--- src/rtl/core/cbv_pkg.sv ---
// ----------------------------------------------------------------------------
// cbv_pkg
// Shared types, codes and constants of the brush grid voxelizer.
// ----------------------------------------------------------------------------
package cbv_pkg;

  localparam int unsigned MaxBrushesDef = 256;
  localparam int unsigned MaxFacesDef   = 2048;
  localparam int unsigned FracBitsDef   = 16;

  localparam int unsigned InDataW   = 240;
  localparam int unsigned OutDataW  = 24;
  localparam int unsigned CfgAddrW  = 3;
  localparam int unsigned CfgDataW  = 32;
  localparam int unsigned SqrtSteps = 32;

  localparam logic [40:0] GridCellLimit = 41'd524288;
  localparam logic [21:0] EpsQ32        = 22'd2147484;

  typedef enum logic [1:0] {
    KIND_BRUSH = 2'd0,
    KIND_FACE  = 2'd1,
    KIND_QUERY = 2'd2,
    KIND_CLEAR = 2'd3
  } cbv_kind_e;

  typedef enum logic [1:0] {
    ST_OK      = 2'd0,
    ST_OUTSIDE = 2'd1,
    ST_FULL    = 2'd2
  } cbv_status_e;

  typedef enum logic [2:0] {
    CFG_ORIGIN_X = 3'd0,
    CFG_ORIGIN_Y = 3'd1,
    CFG_ORIGIN_Z = 3'd2,
    CFG_CELL     = 3'd3,
    CFG_MASK     = 3'd4,
    CFG_DIM_X    = 3'd5,
    CFG_DIM_Y    = 3'd6,
    CFG_DIM_Z    = 3'd7
  } cbv_cfg_e;

  typedef enum logic [4:0] {
    OP_NONE,
    OP_LOAD,
    OP_BRUSH_WR,
    OP_CLEAR,
    OP_SQ,
    OP_SQRT_INIT,
    OP_SQRT_STEP,
    OP_MARGIN,
    OP_FACE_WR,
    OP_IDX0,
    OP_IDX1,
    OP_IDX2,
    OP_IDX3,
    OP_PT,
    OP_B_RD,
    OP_B_NEXT,
    OP_F_INIT,
    OP_F_RD,
    OP_F_NEXT,
    OP_ACC_INIT,
    OP_MAC,
    OP_RESULT
  } cbv_op_e;

  typedef struct packed {
    cbv_op_e     op;
    logic [2:0]  step;
    logic        res_solid;
    cbv_status_e res_status;
  } cbv_cmd_t;

  typedef struct packed {
    cbv_kind_e kind;
    logic      brush_full;
    logic      face_full;
    logic      no_brush;
    logic      q_out;
    logic      idx_bad;
    logic      b_done;
    logic      brush_ok;
    logic      f_done;
    logic      face_ign;
    logic      acc_pos;
    logic      out_busy;
  } cbv_sts_t;

endpackage

--- src/rtl/core/cbv_ctrl.sv ---
// ----------------------------------------------------------------------------
// cbv_ctrl
// Request sequencer: loads, face norm, index math and the brush/face scan.
// ----------------------------------------------------------------------------
module cbv_ctrl (
  input  logic              clk_i,
  input  logic              rst_ni,
  input  logic              in_valid_i,
  output logic              in_ready_o,
  input  cbv_pkg::cbv_sts_t sts_i,
  output cbv_pkg::cbv_cmd_t cmd_o
);

  import cbv_pkg::*;

  localparam logic [3:0] S_IDLE = 4'd0;
  localparam logic [3:0] S_DEC  = 4'd1;
  localparam logic [3:0] S_SQ   = 4'd2;
  localparam logic [3:0] S_SQI  = 4'd3;
  localparam logic [3:0] S_SQRT = 4'd4;
  localparam logic [3:0] S_MARG = 4'd5;
  localparam logic [3:0] S_FWR  = 4'd6;
  localparam logic [3:0] S_IDX  = 4'd7;
  localparam logic [3:0] S_PT   = 4'd8;
  localparam logic [3:0] S_BRD  = 4'd9;
  localparam logic [3:0] S_BCHK = 4'd10;
  localparam logic [3:0] S_FRD  = 4'd11;
  localparam logic [3:0] S_FLD  = 4'd12;
  localparam logic [3:0] S_MAC  = 4'd13;
  localparam logic [3:0] S_FCMP = 4'd14;
  localparam logic [3:0] S_FIN  = 4'd15;

  logic [3:0]  state_q, state_d;
  logic [4:0]  cnt_q, cnt_d;
  logic        solid_q, solid_d;
  cbv_status_e stat_q, stat_d;

  always_ff @(posedge clk_i or negedge rst_ni) begin
    if (!rst_ni) begin
      state_q <= S_IDLE;
      cnt_q   <= '0;
      solid_q <= 1'b0;
      stat_q  <= ST_OK;
    end else begin
      state_q <= state_d;
      cnt_q   <= cnt_d;
      solid_q <= solid_d;
      stat_q  <= stat_d;
    end
  end

  always_comb begin
    state_d = state_q;
    cnt_d   = cnt_q;
    solid_d = solid_q;
    stat_d  = stat_q;
    cmd_o.op         = OP_NONE;
    cmd_o.step       = cnt_q[2:0];
    cmd_o.res_solid  = solid_q;
    cmd_o.res_status = stat_q;
    unique case (state_q)
      S_IDLE: begin
        if (in_valid_i) begin
          cmd_o.op = OP_LOAD;
          solid_d  = 1'b0;
          stat_d   = ST_OK;
          state_d  = S_DEC;
        end
      end
      S_DEC: begin
        case (sts_i.kind)
          KIND_BRUSH: begin
            if (sts_i.brush_full) begin
              stat_d = ST_FULL;
            end else begin
              cmd_o.op = OP_BRUSH_WR;
            end
            state_d = S_FIN;
          end
          KIND_FACE: begin
            if (sts_i.no_brush) begin
              state_d = S_FIN;
            end else if (sts_i.face_full) begin
              stat_d  = ST_FULL;
              state_d = S_FIN;
            end else begin
              cnt_d   = '0;
              state_d = S_SQ;
            end
          end
          KIND_QUERY: begin
            if (sts_i.q_out) begin
              stat_d  = ST_OUTSIDE;
              state_d = S_FIN;
            end else begin
              cnt_d   = '0;
              state_d = S_IDX;
            end
          end
          default: begin
            cmd_o.op = OP_CLEAR;
            state_d  = S_FIN;
          end
        endcase
      end
      S_SQ: begin
        cmd_o.op = OP_SQ;
        cnt_d    = cnt_q + 1'b1;
        if (cnt_q == 5'd2) begin
          state_d = S_SQI;
        end
      end
      S_SQI: begin
        cmd_o.op = OP_SQRT_INIT;
        cnt_d    = '0;
        state_d  = S_SQRT;
      end
      S_SQRT: begin
        cmd_o.op = OP_SQRT_STEP;
        cnt_d    = cnt_q + 1'b1;
        if (cnt_q == 5'(SqrtSteps - 1)) begin
          state_d = S_MARG;
        end
      end
      S_MARG: begin
        cmd_o.op = OP_MARGIN;
        state_d  = S_FWR;
      end
      S_FWR: begin
        cmd_o.op = OP_FACE_WR;
        state_d  = S_FIN;
      end
      S_IDX: begin
        case (cnt_q[1:0])
          2'd0:    cmd_o.op = OP_IDX0;
          2'd1:    cmd_o.op = OP_IDX1;
          2'd2:    cmd_o.op = OP_IDX2;
          default: cmd_o.op = OP_IDX3;
        endcase
        cnt_d = cnt_q + 1'b1;
        if (cnt_q == 5'd3) begin
          cnt_d   = '0;
          state_d = S_PT;
        end
      end
      S_PT: begin
        if (cnt_q == 5'd0 && sts_i.idx_bad) begin
          stat_d  = ST_OUTSIDE;
          state_d = S_FIN;
        end else begin
          cmd_o.op = OP_PT;
          cnt_d    = cnt_q + 1'b1;
          if (cnt_q == 5'd2) begin
            state_d = S_BRD;
          end
        end
      end
      S_BRD: begin
        if (sts_i.b_done) begin
          state_d = S_FIN;
        end else begin
          cmd_o.op = OP_B_RD;
          state_d  = S_BCHK;
        end
      end
      S_BCHK: begin
        if (sts_i.brush_ok) begin
          cmd_o.op = OP_F_INIT;
          state_d  = S_FRD;
        end else begin
          cmd_o.op = OP_B_NEXT;
          state_d  = S_BRD;
        end
      end
      S_FRD: begin
        if (sts_i.f_done) begin
          solid_d = 1'b1;
          state_d = S_FIN;
        end else begin
          cmd_o.op = OP_F_RD;
          state_d  = S_FLD;
        end
      end
      S_FLD: begin
        if (sts_i.face_ign) begin
          cmd_o.op = OP_F_NEXT;
          state_d  = S_FRD;
        end else begin
          cmd_o.op = OP_ACC_INIT;
          cnt_d    = '0;
          state_d  = S_MAC;
        end
      end
      S_MAC: begin
        cmd_o.op = OP_MAC;
        cnt_d    = cnt_q + 1'b1;
        if (cnt_q == 5'd5) begin
          state_d = S_FCMP;
        end
      end
      S_FCMP: begin
        if (sts_i.acc_pos) begin
          cmd_o.op = OP_B_NEXT;
          state_d  = S_BRD;
        end else begin
          cmd_o.op = OP_F_NEXT;
          state_d  = S_FRD;
        end
      end
      S_FIN: begin
        if (!sts_i.out_busy) begin
          cmd_o.op = OP_RESULT;
          state_d  = S_IDLE;
        end
      end
      default: state_d = S_IDLE;
    endcase
  end

  assign in_ready_o = (state_q == S_IDLE);

endmodule

--- config.mk ---
export PLATFORM = sky130hd
export DESIGN_NAME = cbv_ctrl
export DESIGN_NICKNAME = d
export VERILOG_FILES = /design/src/rtl/core/cbv_pkg.sv /design/src/rtl/core/cbv_ctrl.sv
export SDC_FILE = /design/constraint.sdc
export NUM_CORES = 1
export LEC_CHECK = 0
export BUFFER_PORTS_ARGS = -buffer_cell sky130_fd_sc_hd__buf_2
export CORE_MARGIN = 2
export CORE_UTILIZATION = 47
export CTS_BUF_LIST = sky130_fd_sc_hd__clkbuf_16
export DETAILED_ROUTE_END_ITERATION = 8
export PLACE_DENSITY = 0.74
export RECOVER_POWER = 50
export SKIP_CTS_REPAIR_TIMING = 1
export SLEW_MARGIN = 20
export SYNTH_ARGS = -nofsm -noshare
export SYNTH_HDL_FRONTEND = slang
export SYNTH_SLANG_ARGS = --single-unit
--- constraint.sdc ---
create_clock -name clk_i -period 2.7 [get_ports clk_i]
set_clock_uncertainty 0.15 [all_clocks]
set_input_delay 0.135 -clock clk_i [delete_from_list [all_inputs] [get_ports clk_i]]
set_output_delay 0.135 -clock clk_i [all_outputs]
set_load 0.005 [all_outputs]
==> results.md <==
* Inserted Diodes at 0
* Port Buf Inserts at 27
* Synth-to-Final Area Change at 15.3%
* Yosys reg bits at 12
* Number of synthesized flops with an enable pin at 0
* Adder-cell area share of the yosys netlist at 7.79%
* Hold Startpoint: in_valid_i
* Post-Synthesis Net Count at between 200 and 250
* Data arrival at the endpoint of the critical path at 2.29 ns
* Initial standard-cell utilization of the core at between 40 and 50%
* CP Launch Type: register
* Pin count of the biggest net entering global routing at 27
* Overall die height at 59.5 µm
* Mean Syn Cell Area at 7.73 µm²
* Worst Setup End Kind: output port
* Setup violators final at 0
* Post-layout net count at 237
* Number of warnings issued by yosys at 0
* Fraction of registers with async set or reset after synthesis at 100%
* Root Driver: clkbuf_16
* Layout Cells excl Fill at 244
* HPWL after DPL at 2860 µm
* Hold-critical path endpoint: solid_q
* DRT iter0 DRCs at a little over 80
* Outcome: complete, no violations
* Remaining routing DRC violations at 0
* Main flop type after synthesis: dfrtp_1
* Via count of the first global-routing pass at 1,356
* Area of the multi-input gates at 1000 µm²
* Worst hold-check slack at 0.121 ns
* TritonCTS clock tree: done
* Proportion of layout cells with a drive suffix above 1 at 19.4%
* Unrepaired setup endpoints after global routing: false
* Final worst path period need at 2.57 ns
* Sinks on the clock net at 12
* Worst Path Required at 2.41 ns
* TritonCTS buffer count at 3
* Fmax at about 400 MHz
* DRT antenna net count at 0
* Final wirelength at roughly 3800 µm
* Count of boundary I/O pins at 28
* Kind of path behind the tightest hold check: in -> reg
* Max Cap Violations at 0
* Worst supply voltage drop on vdd at around 750 µV
* Vias at 1,507
* Filler Cells Inserted at 291
* First element of the critical path: state_q[3]
* First-pass GRT wire length at 6230 µm
* Crit Reg-Reg Endpoint: stat_q[0]
* Via/cell ratio at ~6.2
* Final Core Density at 56.0%
* Overflow after GRT at 0
* FF-to-FF path depth at 5
* Worst slew slack as a fraction of its limit at 47.7%
* Critical Setup Path Class: reg -> out
* Cell depth of the worst min-delay path at 4
* Overall routing resource usage at 23.5%
* Parity-gate share of the synthesized area counting xor and xnor cells at 0%
* Post-synthesis instance area at between 1000 and 1500 µm²
* Floorplan die area at 3530 µm²
* Setup slack of the most critical reg-to-reg path at 0.35 ns
* Leading cell type in the layout, fill and taps excluded: buf_2
* Maximum buffer depth of the clock tree at 2
* Number of H-tree branching levels at 1
* Clock transition at the registers of the reported paths at 0.04 ns
* Final worst path period share at between 90% and 100%
* Worst-margin pin slew at 0.784 ns
* Main combinational cell family by area after synthesis: compound AO/OA/AOI/OAI gates
* Initial antenna violation count at 0
* Weighted congestion reported at the end of routability-driven placement at 0.941
* Most frequent cells in the layout: buf_2 (26), nand2_1 (16), o21ai_0 (13), inv_1 (12), dfrtp_1 (12)
* Synth unique cells at 56
* Fraction of the mapped netlist area in compound gates at 32.6%
* Multiplexer share of the synthesized area at 3.55%
* Final number of max-transition violations at 0
* Core ar. at between 2000 and 3000 µm²
* Cell total after placement at 239
* Count of TritonRoute iterations in the first routing pass at 4
* Synth Instances at ~190
* Simple logic cell fraction of the synthesized area at 25.5%
* Horizontal extent of the die at 59.5 µm
* Clock latency reported for the late side of the worst-skew pair at between 0.2 and 0.25 ns
* Leak Pwr at 0.767 nW
* Sum of negative setup slack at 0 ns
* Peak fanout along the critical path at 26
* FP Rows at 20
* Routed length per instance at 15.4 µm
* Worst reg2reg startpoint: state_q[3]
* Ratio of total power to cell area at 1130 nW/µm²
* Sequential fraction of the synthesis area at 20.8%
* Final hold vios at 0
* Flip-flop and latch area at 300 µm²
worst max-delay path by stage:
stage	to	slack [ns]
detailed placement	stat_q[0]	0.41
floorplan	state_q[0]	0.73
CTS	cmd_o[8]	0.19
global route	cmd_o[8]	0.07
finish	cmd_o[8]	0.13
global placement	stat_q[0]	0.39
power by group:
| group | switching [mW] | total [mW] | leakage (nW) | internal [mW] |
|---|---|---|---|---|
| Clock | 0.0737 | 0.268 | 0.0385 | 0.195 |
| Sequential | 0.192 | 0.426 | 0.149 | 0.234 |
| Combinational | 0.649 | 1.19 | 0.579 | 0.537 |
cell type report:
type,count,share of cell area [%]
Clock buffer,3,4.50
Clock inverter,1,0.225
Multi-Input combinational cell,148,60.3
Inverter,12,2.70
Tap cell,33,2.48
Timing Repair Buffer,35,11.8
Sequential cell,12,18.0
logic make-up (layout without fill, tap and decap cells):
kind of cell             Yosys count  after routing
buffers and inverters             27             51
AND/OR/NAND/NOR                   66             66
flip-flops                        12             12
multiplexers                       5              5
AO/OA/AOI/OAI                     68             68
adder cells (fa/ha/maj)            9              9
metrics by stage:
step           power, mW  setup slack, ns  instance area, µm²
2_1_floorplan       1.27            0.730                1450
3_3_place_gp        1.58            0.388                1580
3_5_place_dp        1.59            0.406                1580
4_1_cts             1.86            0.193                1660
5_1_grt             2.03           0.0723                1670
6_report            1.88            0.129                1670
flip-flops by register name, summed over array words and instances (netlist names):
signal / flops
cnt_q: 5
state_q: 4
stat_q: 2
solid_q: 1
layer usage:
| layer | track usage, % | share of wire, % |
|---|---|---|
| met5 | 0 | 0 |
| met2 | 35.3 | 43 |
| met4 | 14.3 | 2.2 |
| met3 | 1.09 | 6.8 |
| met1 | 32.9 | 48 |
synth_stat cells, drive strengths merged, types with 3 or more instances:
master | number | area share (%)
nor2 | 9 | 2.3
nand3 | 4 | 1.4
inv | 12 | 3.1
or2 | 3 | 1.3
and3 | 3 | 1.3
nand2 | 16 | 4.2
ha | 9 | 7.8
nand2b | 8 | 3.5
o21ai | 21 | 7.3
mux2i | 4 | 2.8
nor3 | 9 | 3.9
a21oi | 11 | 3.8
buf | 13 | 6.1
a41oi | 3 | 1.8
dfrtp | 12 | 21
a21o | 3 | 1.6
nor2b | 4 | 1.7
worst max-delay path: stages, from the launching register on:
cell       delay [ns]
dfrtp_1          0.84
nand2b_1         0.32
or3_1            0.38
a21oi_1          0.15
a21oi_1          0.08
o2111ai_1        0.13
buf_2            0.15
No activity file was read; power rests on OpenSTA's default activity.
